File: config.mk
export PLATFORM = sky130hd
export DESIGN_NAME = uart_line_command_recognizer
export DESIGN_NICKNAME = d
export VERILOG_FILES = /design/src/hw/rtl/ulcr_pkg.sv /design/src/hw/rtl/ulcr_front.sv /design/src/hw/rtl/ulcr_opq.sv /design/src/hw/rtl/ulcr_back.sv /design/src/hw/rtl/uart_line_command_recognizer.sv
export VERILOG_INCLUDE_DIRS = /design/src /design/src/hw/rtl
export SDC_FILE = /design/constraint.sdc
export NUM_CORES = 1
export LEC_CHECK = 0
export BUFFER_PORTS_ARGS = -buffer_cell sky130_fd_sc_hd__buf_4
export CORE_MARGIN = 2
export CORE_UTILIZATION = 25
export CTS_CLUSTER_SIZE = 14
export DETAILED_ROUTE_END_ITERATION = 10
export GPL_ROUTABILITY_DRIVEN = 0
export GPL_TIMING_DRIVEN = 0
export PLACE_DENSITY = 0.39
export SYNTH_ARGS = -nofsm -noshare
export SYNTH_HDL_FRONTEND = slang
export SYNTH_SLANG_ARGS = --single-unit
File: constraint.sdc
create_clock -name clk_i -period 3.12 [get_ports clk_i]
set_input_delay 0 -clock clk_i [delete_from_list [all_inputs] [get_ports clk_i]]
set_output_delay 0 -clock clk_i [all_outputs]
set_load 0.03 [all_outputs]
File: src/hw/rtl/uart_line_command_recognizer_macros.svh
// ----------------------------------------------------------------------------
// uart line command recognizer assertion macros
// shared concurrent check forms, clocked on clk_i and quiet during reset
// ----------------------------------------------------------------------------
`ifndef UART_LINE_COMMAND_RECOGNIZER_MACROS_SVH
`define UART_LINE_COMMAND_RECOGNIZER_MACROS_SVH

// same-cycle implication
`define ULCR_ASSERT_NOW(lbl, ante, cons) \
  lbl: assert property (@(posedge clk_i) disable iff (!rst_ni) (ante) |-> (cons)) \
    else $error("ulcr check failed");

// next-cycle implication
`define ULCR_ASSERT_NEXT(lbl, ante, cons) \
  lbl: assert property (@(posedge clk_i) disable iff (!rst_ni) (ante) |=> (cons)) \
    else $error("ulcr check failed");

`endif

File: src/hw/rtl/ulcr_pkg.sv
// ----------------------------------------------------------------------------
// ulcr_pkg
// types, constants and keyword table of the line command recognizer
// ----------------------------------------------------------------------------
package ulcr_pkg;

  localparam int unsigned QUEUE_SLOTS = 8;
  localparam int unsigned LINE_LENGTH = 64;

  localparam int unsigned RING_IDX_W = $clog2(QUEUE_SLOTS);
  localparam int unsigned POS_W      = $clog2(LINE_LENGTH);
  localparam logic [POS_W-1:0] POS_LIMIT = POS_W'(LINE_LENGTH - 1);

  localparam int unsigned CODE_W   = 3;
  localparam int unsigned KW_COUNT = 6;
  localparam int unsigned KW_MAX   = 16;
  localparam int unsigned KW_BITS  = KW_MAX * 8;
  localparam int unsigned KW_IDX_W = 4;

  localparam logic [7:0] CHAR_CR = 8'h0D;
  localparam logic [7:0] CHAR_LF = 8'h0A;

  localparam logic [KW_COUNT-1:0] ALL_ALIVE = '1;

  // right-justified ascii, first character in the high byte
  localparam logic [KW_BITS-1:0] KW_STR [KW_COUNT] = '{
    KW_BITS'(80'h6c65645f616c6c5f6f6e),
    KW_BITS'(88'h6c65645f616c6c5f6f6666),
    KW_BITS'(104'h6c65645f6b6570706f6e5f7570),
    KW_BITS'(120'h6c65645f6b6565706f6e5f646f776e),
    KW_BITS'(72'h666c6f7765725f6f6e),
    KW_BITS'(80'h666c6f7765725f6f6666)
  };

  localparam logic [KW_IDX_W-1:0] KW_LEN [KW_COUNT] = '{
    4'd10, 4'd11, 4'd13, 4'd15, 4'd9, 4'd10
  };

  typedef enum logic [1:0] {
    OP_NONE,
    OP_PUSH,
    OP_POP
  } op_kind_e;

  typedef struct packed {
    op_kind_e          kind;
    logic [CODE_W-1:0] code;
  } op_t;

  // character idx of keyword k
  function automatic logic [7:0] kw_char(input int unsigned k,
                                         input logic [KW_IDX_W-1:0] idx);
    logic [KW_BITS-1:0] lj;
    lj = KW_STR[k] << ((KW_MAX - int'(KW_LEN[k])) * 8);
    return lj[KW_BITS - 1 - 8 * int'(idx) -: 8];
  endfunction

endpackage

File: src/hw/rtl/ulcr_front.sv
// ----------------------------------------------------------------------------
// ulcr_front
// accepts requests, tracks keyword matching per byte, emits ring operations
// ----------------------------------------------------------------------------
module ulcr_front import ulcr_pkg::*; (
  input  logic       clk_i,
  input  logic       rst_ni,
  input  logic       in_valid_i,
  output logic       in_stall_o,
  input  logic       cmd_i,
  input  logic [7:0] rx_byte_i,
  input  logic       opq_full_i,
  output logic       op_valid_o,
  output op_t        op_o
);

  logic [KW_COUNT-1:0] alive_q, alive_d, alive_trk;
  logic [POS_W-1:0]    pos_q, pos_d;
  logic [CODE_W-1:0]   fin_code;
  logic                in_take;
  logic                is_eol;

  assign in_stall_o = opq_full_i;
  assign in_take    = in_valid_i && !opq_full_i;
  assign op_valid_o = in_take;
  assign is_eol     = (rx_byte_i == CHAR_CR) || (rx_byte_i == CHAR_LF);

  always_comb begin
    alive_trk = alive_q;
    for (int unsigned k = 0; k < KW_COUNT; k++) begin
      if (pos_q < POS_W'(KW_LEN[k]) &&
          kw_char(k, pos_q[KW_IDX_W-1:0]) != rx_byte_i) begin
        alive_trk[k] = 1'b0;
      end
    end
  end

  // first matching keyword wins, so scan from the back
  always_comb begin
    fin_code = '0;
    for (int k = KW_COUNT - 1; k >= 0; k--) begin
      if (alive_q[k] && pos_q >= POS_W'(KW_LEN[k])) begin
        fin_code = CODE_W'(k + 1);
      end
    end
  end

  always_comb begin
    alive_d      = alive_q;
    pos_d        = pos_q;
    op_o.kind    = OP_NONE;
    op_o.code    = '0;
    if (cmd_i) begin
      op_o.kind = OP_POP;
    end else if (is_eol) begin
      op_o.kind = OP_PUSH;
      op_o.code = fin_code;
      if (in_take) begin
        alive_d = ALL_ALIVE;
        pos_d   = '0;
      end
    end else if (in_take && pos_q < POS_LIMIT) begin
      alive_d = alive_trk;
      pos_d   = pos_q + 1'b1;
    end
  end

  always_ff @(posedge clk_i or negedge rst_ni) begin
    if (!rst_ni) begin
      alive_q <= ALL_ALIVE;
      pos_q   <= '0;
    end else begin
      alive_q <= alive_d;
      pos_q   <= pos_d;
    end
  end

endmodule

File: src/hw/rtl/ulcr_opq.sv
// ----------------------------------------------------------------------------
// ulcr_opq
// two-entry queue of ring operations between front and back
// ----------------------------------------------------------------------------
module ulcr_opq import ulcr_pkg::*; (
  input  logic clk_i,
  input  logic rst_ni,
  input  logic wr_valid_i,
  input  op_t  wr_op_i,
  output logic full_o,
  output logic rd_valid_o,
  input  logic rd_take_i,
  output op_t  rd_op_o
);

  op_t        slot_q [2];
  logic       wr_ptr_q, wr_ptr_d;
  logic       rd_ptr_q, rd_ptr_d;
  logic [1:0] cnt_q, cnt_d;
  logic       do_wr, do_rd;

  assign full_o     = cnt_q == 2'd2;
  assign rd_valid_o = cnt_q != 2'd0;
  assign rd_op_o    = slot_q[rd_ptr_q];
  assign do_wr      = wr_valid_i && !full_o;
  assign do_rd      = rd_take_i && rd_valid_o;

  always_comb begin
    wr_ptr_d = do_wr ? !wr_ptr_q : wr_ptr_q;
    rd_ptr_d = do_rd ? !rd_ptr_q : rd_ptr_q;
    cnt_d    = cnt_q;
    if (do_wr && !do_rd) begin
      cnt_d = cnt_q + 2'd1;
    end else if (do_rd && !do_wr) begin
      cnt_d = cnt_q - 2'd1;
    end
  end

  always_ff @(posedge clk_i or negedge rst_ni) begin
    if (!rst_ni) begin
      wr_ptr_q <= 1'b0;
      rd_ptr_q <= 1'b0;
      cnt_q    <= '0;
    end else begin
      wr_ptr_q <= wr_ptr_d;
      rd_ptr_q <= rd_ptr_d;
      cnt_q    <= cnt_d;
    end
  end

  always_ff @(posedge clk_i) begin
    if (do_wr) begin
      slot_q[wr_ptr_q] <= wr_op_i;
    end
  end

endmodule

File: src/hw/rtl/ulcr_back.sv
// ----------------------------------------------------------------------------
// ulcr_back
// code ring with head and tail, result register toward the output channel
// ----------------------------------------------------------------------------
module ulcr_back import ulcr_pkg::*; (
  input  logic              clk_i,
  input  logic              rst_ni,
  input  logic              op_valid_i,
  input  op_t               op_i,
  output logic              op_take_o,
  output logic              out_valid_o,
  input  logic              out_stall_i,
  output logic              queue_empty_o,
  output logic [CODE_W-1:0] command_code_o,
  output logic              line_dropped_o,
  output logic              line_done_o
);

  `include "uart_line_command_recognizer_macros.svh"

  logic [CODE_W-1:0]     ring_q [QUEUE_SLOTS];
  logic [RING_IDX_W-1:0] head_q, head_d, tail_q, tail_d, tail_nxt;
  logic                  out_valid_q, out_valid_d;
  logic                  empty_q, empty_d;
  logic [CODE_W-1:0]     code_q, code_d;
  logic                  dropped_q, dropped_d;
  logic                  done_q, done_d;
  logic                  back_ready;
  logic                  ring_empty, ring_full;
  logic                  ring_wr;
  logic                  pop_take;
  logic                  ring_rd;

  assign back_ready = !out_valid_q || !out_stall_i;
  assign op_take_o  = op_valid_i && back_ready;

  assign tail_nxt   = (tail_q == RING_IDX_W'(QUEUE_SLOTS - 1)) ? '0 : tail_q + 1'b1;
  assign ring_empty = head_q == tail_q;
  assign ring_full  = tail_nxt == head_q;
  assign ring_wr    = op_take_o && op_i.kind == OP_PUSH && !ring_full;
  assign pop_take   = op_take_o && op_i.kind == OP_POP;
  assign ring_rd    = pop_take && !ring_empty;

  always_comb begin
    head_d      = head_q;
    tail_d      = tail_q;
    out_valid_d = out_valid_q && out_stall_i;
    empty_d     = empty_q;
    code_d      = code_q;
    dropped_d   = dropped_q;
    done_d      = done_q;
    if (op_take_o) begin
      out_valid_d = 1'b1;
      empty_d     = 1'b0;
      code_d      = '0;
      dropped_d   = 1'b0;
      done_d      = 1'b0;
      case (op_i.kind)
        OP_POP: begin
          if (ring_empty) begin
            empty_d = 1'b1;
          end else begin
            head_d = (head_q == RING_IDX_W'(QUEUE_SLOTS - 1)) ? '0 : head_q + 1'b1;
          end
        end
        OP_PUSH: begin
          if (ring_full) begin
            dropped_d = 1'b1;
          end else begin
            done_d = 1'b1;
            tail_d = tail_nxt;
          end
        end
        default: begin
        end
      endcase
    end
  end

  always_ff @(posedge clk_i or negedge rst_ni) begin
    if (!rst_ni) begin
      head_q      <= '0;
      tail_q      <= '0;
      out_valid_q <= 1'b0;
    end else begin
      head_q      <= head_d;
      tail_q      <= tail_d;
      out_valid_q <= out_valid_d;
    end
  end

  // popped code is read straight from the ring into the result register
  always_ff @(posedge clk_i) begin
    empty_q   <= empty_d;
    dropped_q <= dropped_d;
    done_q    <= done_d;
    if (ring_rd) begin
      code_q <= ring_q[head_q];
    end else begin
      code_q <= code_d;
    end
    if (ring_wr) begin
      ring_q[tail_q] <= op_i.code;
    end
  end

  assign out_valid_o    = out_valid_q;
  assign queue_empty_o  = empty_q;
  assign command_code_o = code_q;
  assign line_dropped_o = dropped_q;
  assign line_done_o    = done_q;

  `ULCR_ASSERT_NOW(a_one_flag, out_valid_q, $countones({empty_q, dropped_q, done_q}) <= 1)
  `ULCR_ASSERT_NOW(a_code_not_empty, out_valid_q && code_q != '0, !empty_q)
  `ULCR_ASSERT_NEXT(a_pop_empty, pop_take && ring_empty, out_valid_q && empty_q && code_q == '0)
  `ULCR_ASSERT_NEXT(a_push_not_wrap, ring_wr, head_q != tail_q)

endmodule

File: src/hw/rtl/uart_line_command_recognizer.sv
// ----------------------------------------------------------------------------
// uart_line_command_recognizer
// line command recognizer: bytes build lines, each line end queues a keyword
// code in a ring, a poll request pops the oldest code
// ----------------------------------------------------------------------------
//   channel | handshake                | payload
//   --------+--------------------------+---------------------------------------
//   in      | in_valid_i / in_stall_o  | cmd_i, rx_byte_i
//   out     | out_valid_o / out_stall_i| queue_empty_o, command_code_o,
//           |                          | line_dropped_o, line_done_o
//
// one request per cycle sustained while the output is not stalled; a response
// passes the op queue write, then the result register, after its request is taken
// tracking: one compare per keyword per byte; the ring one slot a cycle unless stalled
// reset clears line state, ring pointers and both queues; ring contents are not cleared
// a stalled output fills the op queue, after which in_stall_o rises
module uart_line_command_recognizer import ulcr_pkg::*; (
  input  logic              clk_i,
  input  logic              rst_ni,
  input  logic              in_valid_i,
  output logic              in_stall_o,
  input  logic              cmd_i,
  input  logic [7:0]        rx_byte_i,
  output logic              out_valid_o,
  input  logic              out_stall_i,
  output logic              queue_empty_o,
  output logic [CODE_W-1:0] command_code_o,
  output logic              line_dropped_o,
  output logic              line_done_o
);

  logic opq_full;
  logic wr_valid;
  op_t  wr_op;
  logic rd_valid;
  logic rd_take;
  op_t  rd_op;

  ulcr_front u_front (
    .clk_i      (clk_i),
    .rst_ni     (rst_ni),
    .in_valid_i (in_valid_i),
    .in_stall_o (in_stall_o),
    .cmd_i      (cmd_i),
    .rx_byte_i  (rx_byte_i),
    .opq_full_i (opq_full),
    .op_valid_o (wr_valid),
    .op_o       (wr_op)
  );

  ulcr_opq u_opq (
    .clk_i      (clk_i),
    .rst_ni     (rst_ni),
    .wr_valid_i (wr_valid),
    .wr_op_i    (wr_op),
    .full_o     (opq_full),
    .rd_valid_o (rd_valid),
    .rd_take_i  (rd_take),
    .rd_op_o    (rd_op)
  );

  ulcr_back u_back (
    .clk_i          (clk_i),
    .rst_ni         (rst_ni),
    .op_valid_i     (rd_valid),
    .op_i           (rd_op),
    .op_take_o      (rd_take),
    .out_valid_o    (out_valid_o),
    .out_stall_i    (out_stall_i),
    .queue_empty_o  (queue_empty_o),
    .command_code_o (command_code_o),
    .line_dropped_o (line_dropped_o),
    .line_done_o    (line_done_o)
  );

endmodule
**Word level (Yosys, flattened, before mapping)**

Memory sizes are Yosys's and may differ from the RTL's.
Cells that the tools add are included.

- Add/sub/neg operators: 6
- Magnitude comparators: 11
- Equal/unequal tests: 16
- Shifts and indexed selects: 6
- Mux-type cells: 35
- Bitwise logic cells: 3
- Reduce and logical (&&, ||, !) cells: 54

Operators with widths:

| operator | number |
|---|---|
| variable part select 135 x 33 -> 8 bit (first input constant) | 6 |
| != test 8 bit | 6 |
| two-way mux 6 bit | 6 |
| two-way mux 3 bit | 11 |
| >= comparator 6 x 4 -> 1 bit (second input constant) | 5 |
| < comparator 6 x 4 -> 1 bit (second input constant) | 5 |
| logical AND 1 bit | 24 |
| AND reduction 4 bit | 6 |
| nonzero test 2 bit | 10 |
| equality test 8 x 4 -> 1 bit (second input constant) | 2 |
| two-way mux 1 bit | 14 |
| zero test 1 bit | 9 |
| AND reduction 3 bit | 3 |
| subtractor 7 x 7 -> 8 bit (first input constant) | 1 |
| adder 3 x 1 -> 3 bit (second input constant) | 2 |
| adder 6 x 1 -> 6 bit (second input constant) | 1 |
| equality test 3 bit | 2 |
| equality test 3 bit (second input constant) | 2 |
| < comparator 6 bit (second input constant) | 1 |
| two-way mux 2 bit | 3 |
| equality test 2 bit (second input constant) | 2 |
| two-way mux 4 bit | 1 |
| inverter 1 bit | 3 |
| adder 2 x 1 -> 2 bit (second input constant) | 1 |
| 4 further kinds | 5 |

- Flip-flop bits (word level): 29
- Memory bits (writable): 34
- Output and inout bits: 8
- Memories kept: 2

Memory list:

| memory | words | bits a word | read ports | clocked after memory_dff | write ports | line | RTL |
|---|---|---|---|---|---|---|---|
| u_back.ring_q | 8 | 3 | 1 | 0 | 1 | ulcr_back.sv:21 | `logic [CODE_W-1:0] ring_q [QUEUE_SLOTS];` |
| u_opq.slot_q | 2 | 5 | 1 | 0 | 1 | ulcr_opq.sv:16 | `op_t slot_q [2];` |

**Longest topological paths before layout**

- Word-level depth: 10
- Depth in mapped cells: 11
- Depth with buffers taken out: 7

**Hierarchy**

From an unflattened synthesis, not the netlist that was laid out.

- Cells, all modules: 436
- Area, all modules: 4474.3 um^2

Modules (own cells, without submodules):

| module | instances | cells an instance | area each (um^2) |
|---|---|---|---|
| ulcr_front | 1 | 286 | 2218.4 |
| ulcr_back | 1 | 115 | 1686.6 |
| ulcr_opq | 1 | 35 | 569.3 |

**Worst setup path before layout**

OpenSTA, ideal clock, no wires.

- Kind: register to register
- Start: register u_front.pos_q[1]
- End: register u_front.alive_q[3]
- Data arrival time: 2.427 ns
- Data required time: 3.034 ns
- Setup slack: 0.607 ns
- Cell stages (with the launch flop): 11
- Path buffers: 3
- Period minus slack after synthesis: 2.513 ns
- Cell sequence: dfrtp_1 -> buf_2 -> clkbuf_1 -> inv_1 -> ha_1 -> clkbuf_1 -> inv_1 -> mux4_2 -> xnor2_1 -> nand4_1 -> o31ai_2

- Longest elaborated chain between the ends: 6
- Elaborated cells between the ends (all ways): 10

RTL lines:

| element | line | RTL |
|---|---|---|
| start: declaration | ulcr_front.sv:18 | `logic [POS_W-1:0] pos_q, pos_d;` |
| start signal: assignment | ulcr_front.sv:74 | `pos_q <= pos_d;` |
| subtractor 7 x 7 -> 8 bit | ulcr_pkg.sv:55 | `return lj[KW_BITS - 1 - 8 * int'(idx) -: 8];` |
| variable part select 135 x 33 -> 8 bit | ulcr_pkg.sv:55 |  |
| != test 8 bit | ulcr_front.sv:32 | `kw_char(k, pos_q[KW_IDX_W-1:0]) != rx_byte_i) begin` |
| logical AND 1 bit | ulcr_front.sv:31 | `if (pos_q < POS_W'(KW_LEN[k]) &&` |
| nonzero test 2 bit (no line) | - |  |
| AND reduction 4 bit (no line) * | - |  |
| end signal: assignment | ulcr_front.sv:73 | `alive_q <= alive_d;` |
| end: declaration | ulcr_front.sv:17 | `logic [KW_COUNT-1:0] alive_q, alive_d, alive_trk;` |

Every way passes the cells marked *; elsewhere a longest branch is shown, timed or not.
A chain may end at the register's enable or synchronous reset.

**Final worst setup path**

- Start: register u_front.pos_q[1]
- End: register u_front.alive_q[5]

The elaborated chain is that of the path after synthesis.

==> impl_metrics.ini <==
[pwr]
leakage_nw = 1.80
pwr-share-seq = 0.262
clkPwrFrac = 0.182
intPower_w = 0.00272
switchingPower_w = 0.00208
max-vdd-ir-drop_mv = 0.268
pwr_density_cell_mw_per_mm2 = 974
comb_power_share = 0.556
swShare = 0.433
p_total_w = 0.00480

[worst_setup_path]
crit_required_ps = 3360
reg2reg_slack_ps = 190
critPathMaxFanout = 10
reg2reg_to = u_front.alive_q[5]$_DFFE_PN1P_
endpoint_kind = flip-flop
arrival_ps = 3160
timing.rr.start = u_front.pos_q[1]$_DFFE_PN0P_
reg2regPathDepth = 9
critPathKind = flip-flop to flip-flop
worst_setup_path_start_kind = flip-flop

[place]
dp_hpwl_um = 8730
place.port_buffers = 18
post-place-ws_ps = -94.2

[logic_synthesis]
syn_inst = 413
synthFlopType = edfxtp_1
synth_fa_ha_area_frac = 0.0416
synth.yosys.seq_area_share = 0.423
synth-seq-cells = 63
synth_xor_area_frac = 0.0748
synth_top_family_by_area = simple AND/OR/NAND/NOR gates
synth_nets = 440
synth_edf_count = 40
synth_compound_area_frac = 0.145
syn-mean-instance-area_um2 = 10.2
async_flop_share = 0.365
synth_cell_types = 61
synth_simple_gate_area_frac = 0.166
ys_warn_count = 0
synth_area_mm2 = 0.00422
synth_mux_area_frac = 0.0980

[drt]
drt_iter0_drc = 223
route.final.wire_length_um = 12000
dr_total_vias = 3279
via_per_inst = 4.89
drtPass1Iterations = 5
drc_errors = 0
ant_nets = 0
wl_per_cell_um = 17.8

[clock_tree]
htreeDepth = 3
cts_sinks = 63
cts_setup_buffers = 0
path_clk_slew_ps = 50
cts_buffer_depth = 2
cts_root_buffer = clkbuf_16
numCtsBuffers = 9
worstSkewPairLatency_ps = 330
cts_tree = yes

[floorplanning]
start_util = 0.255
ios = 21
die-area_mm2 = 0.0179
die_h_um = 134
fp-row-count = 47
core_mm2 = 0.0165
fp.dieW_um = 134

[sta]
skew_ps = 8.20
min_period_ps = 2930
fin_ws_ps = 195
slew-limit-headroom = 0.577
finalHoldViolations = 0
whs_ps = 23.9
rsz0062_at_grt = false
fin_crit_sh = 0.938
setup_viol = 0
fmax_mhz = 342
slew_viol_final = 0
tightest_slew_ps = 632

[min_path]
min_delay_worst_endpoint = u_opq.wr_ptr_q$_DFFE_PN0P_
hold_path_startpoint = in_valid_i
hold_depth = 3
hold_path_class = primary input to flip-flop

[cells_and_area]
layout_common_cells = edfxtp_1, nand2_1, xnor2_1, nor2_1, a21oi_1
drive_gt1_frac = 0.213
post-route-util = 0.298
nets = 472
antenna_cells = 0
final_common_cell = edfxtp_1
syn_to_final_growth_pct = 16.9

[global_route]
grt_max_degree = 24
grt_antenna_before_repair = 0
grt_overflow = 0
grt_pass1_wl_um = 18800
grt_pass1_vias = 3163
track_usage = 0.137

[job]
drv_cap = 0

[outcome]
status = finished, final reports clean
==> sequential cells by signal, indices dropped and copies added (netlist names) <==
register and cells:
u_back.tail_q 3, u_back.command_code_o 3, u_opq.wr_ptr_q 1, u_back.out_valid_o 1, u_back.line_done_o 1, u_back.ring_q 24
u_back.queue_empty_o 1, u_front.pos_q 6, u_opq.rd_ptr_q 1, u_front.alive_q 6, u_opq.cnt_q 2, u_opq.slot_q 10
u_back.head_q 3, u_back.line_dropped_o 1
==> through the flow <==
| stage | TNS [ps] | cell area, µm² | instances |
|---|---|---|---|
| after CTS | 0 | 4930 | 671 |
| after global routing | 0 | 4930 | 670 |
| after global placement | -201 | 4630 | 651 |
| after detailed placement | -190 | 4630 | 651 |
| final | 0 | 4930 | 670 |
| after floorplan | 0 | 4220 | 413 |
==> Yosys cell counts, types with 4 or more instances <==
library cell / instances / area [µm²]
dfrtp_1: 17 / 425
nand2b_1: 13 / 81.3
and3_1: 4 / 25.0
o21ai_0: 23 / 115
a31oi_1: 7 / 43.8
mux2_2: 12 / 135
nor2b_1: 6 / 37.5
a21oi_1: 26 / 130
clkbuf_1: 7 / 26.3
xnor2_1: 28 / 245
nor2_1: 28 / 105
ha_1: 14 / 175
nor3b_1: 7 / 52.6
nand2_1: 35 / 131
mux2i_1: 12 / 120
nand3_1: 8 / 40.0
inv_1: 11 / 41.3
nor3_1: 10 / 50.1
o31ai_1: 4 / 30.0
dfstp_2: 6 / 158
buf_2: 17 / 85.1
xor2_1: 8 / 70.1
mux4_2: 7 / 158
nand3b_1: 4 / 30.0
edfxtp_1: 40 / 1200
==> critical path: stages, from the launching register on <==
cell and delay [ps]:
dfrtp_1 430, buf_2 300, clkbuf_2 310, inv_1 120, ha_1 300, nor2_2 300, o31ai_2 130, xnor2_1 130
or4b_1 590, o31ai_2 210
==> per-layer routing <==
layer	global-route usage	vias up	share of wire
li1	-	1564	-
met1	0.203	1616	0.48
met2	0.212	90	0.47
met3	0.0181	9	0.049
met4	0.0355	0	0.010
met5	0	-	0
==> worst max path at each step <==
stage	start	endpoint	cells past startpoint
5_1_grt	u_front.pos_q[1]$_DFFE_PN0P_	u_front.alive_q[1]$_DFFE_PN1P_	11
3_3_place_gp	u_front.pos_q[1]$_DFFE_PN0P_	u_front.alive_q[5]$_DFFE_PN1P_	9
6_report	u_front.pos_q[1]$_DFFE_PN0P_	u_front.alive_q[5]$_DFFE_PN1P_	9
4_1_cts	u_front.pos_q[1]$_DFFE_PN0P_	u_front.alive_q[0]$_DFFE_PN1P_	11
2_1_floorplan	u_front.pos_q[1]$_DFFE_PN0P_	u_front.alive_q[3]$_DFFE_PN1P_	10
3_5_place_dp	u_front.pos_q[1]$_DFFE_PN0P_	u_front.alive_q[5]$_DFFE_PN1P_	9
==> what timing repair did <==
| item | CTS | global route |
|---|---|---|
| endpoints found under the hold margin | 27 | 0 |
| resized for setup | 1 | 3 |
| gates cloned | 0 | 0 |
| hold buffers | 4 | 0 |
| endpoints found under the setup margin | 4 | 7 |
==> layout make-up <==
cell class | instances | area, µm²
Buffer | 30 | 165
Clock buffer | 12 | 236
Clock inverter | 4 | 22.5
Fill cell | 1737 | 11600
Inverter | 13 | 48.8
Multi-Input combinational cell | 306 | 2220
Sequential cell | 63 | 1780
Tap cell | 220 | 275
Timing Repair Buffer | 22 | 175
==> kinds of logic after synthesis <==
family | after synthesis
compound gates | 93
buf+inv | 44
flops | 63
simple gates | 132
mux | 31
fa+ha+maj | 14
xor+xnor | 36
==> power groups by stage <==
stage	sequential, W	combinational [W]	clock, W
5_1_grt	0.00128	0.00292	0.000936
3_5_place_dp	0.00127	0.00265	0
3_3_place_gp	0.00127	0.00266	0
4_1_cts	0.00126	0.00266	0.000898
6_report	0.00126	0.00267	0.000871
2_1_floorplan	0.00132	0.00187	0
Note: power is estimated with default switching activity, not from simulation.
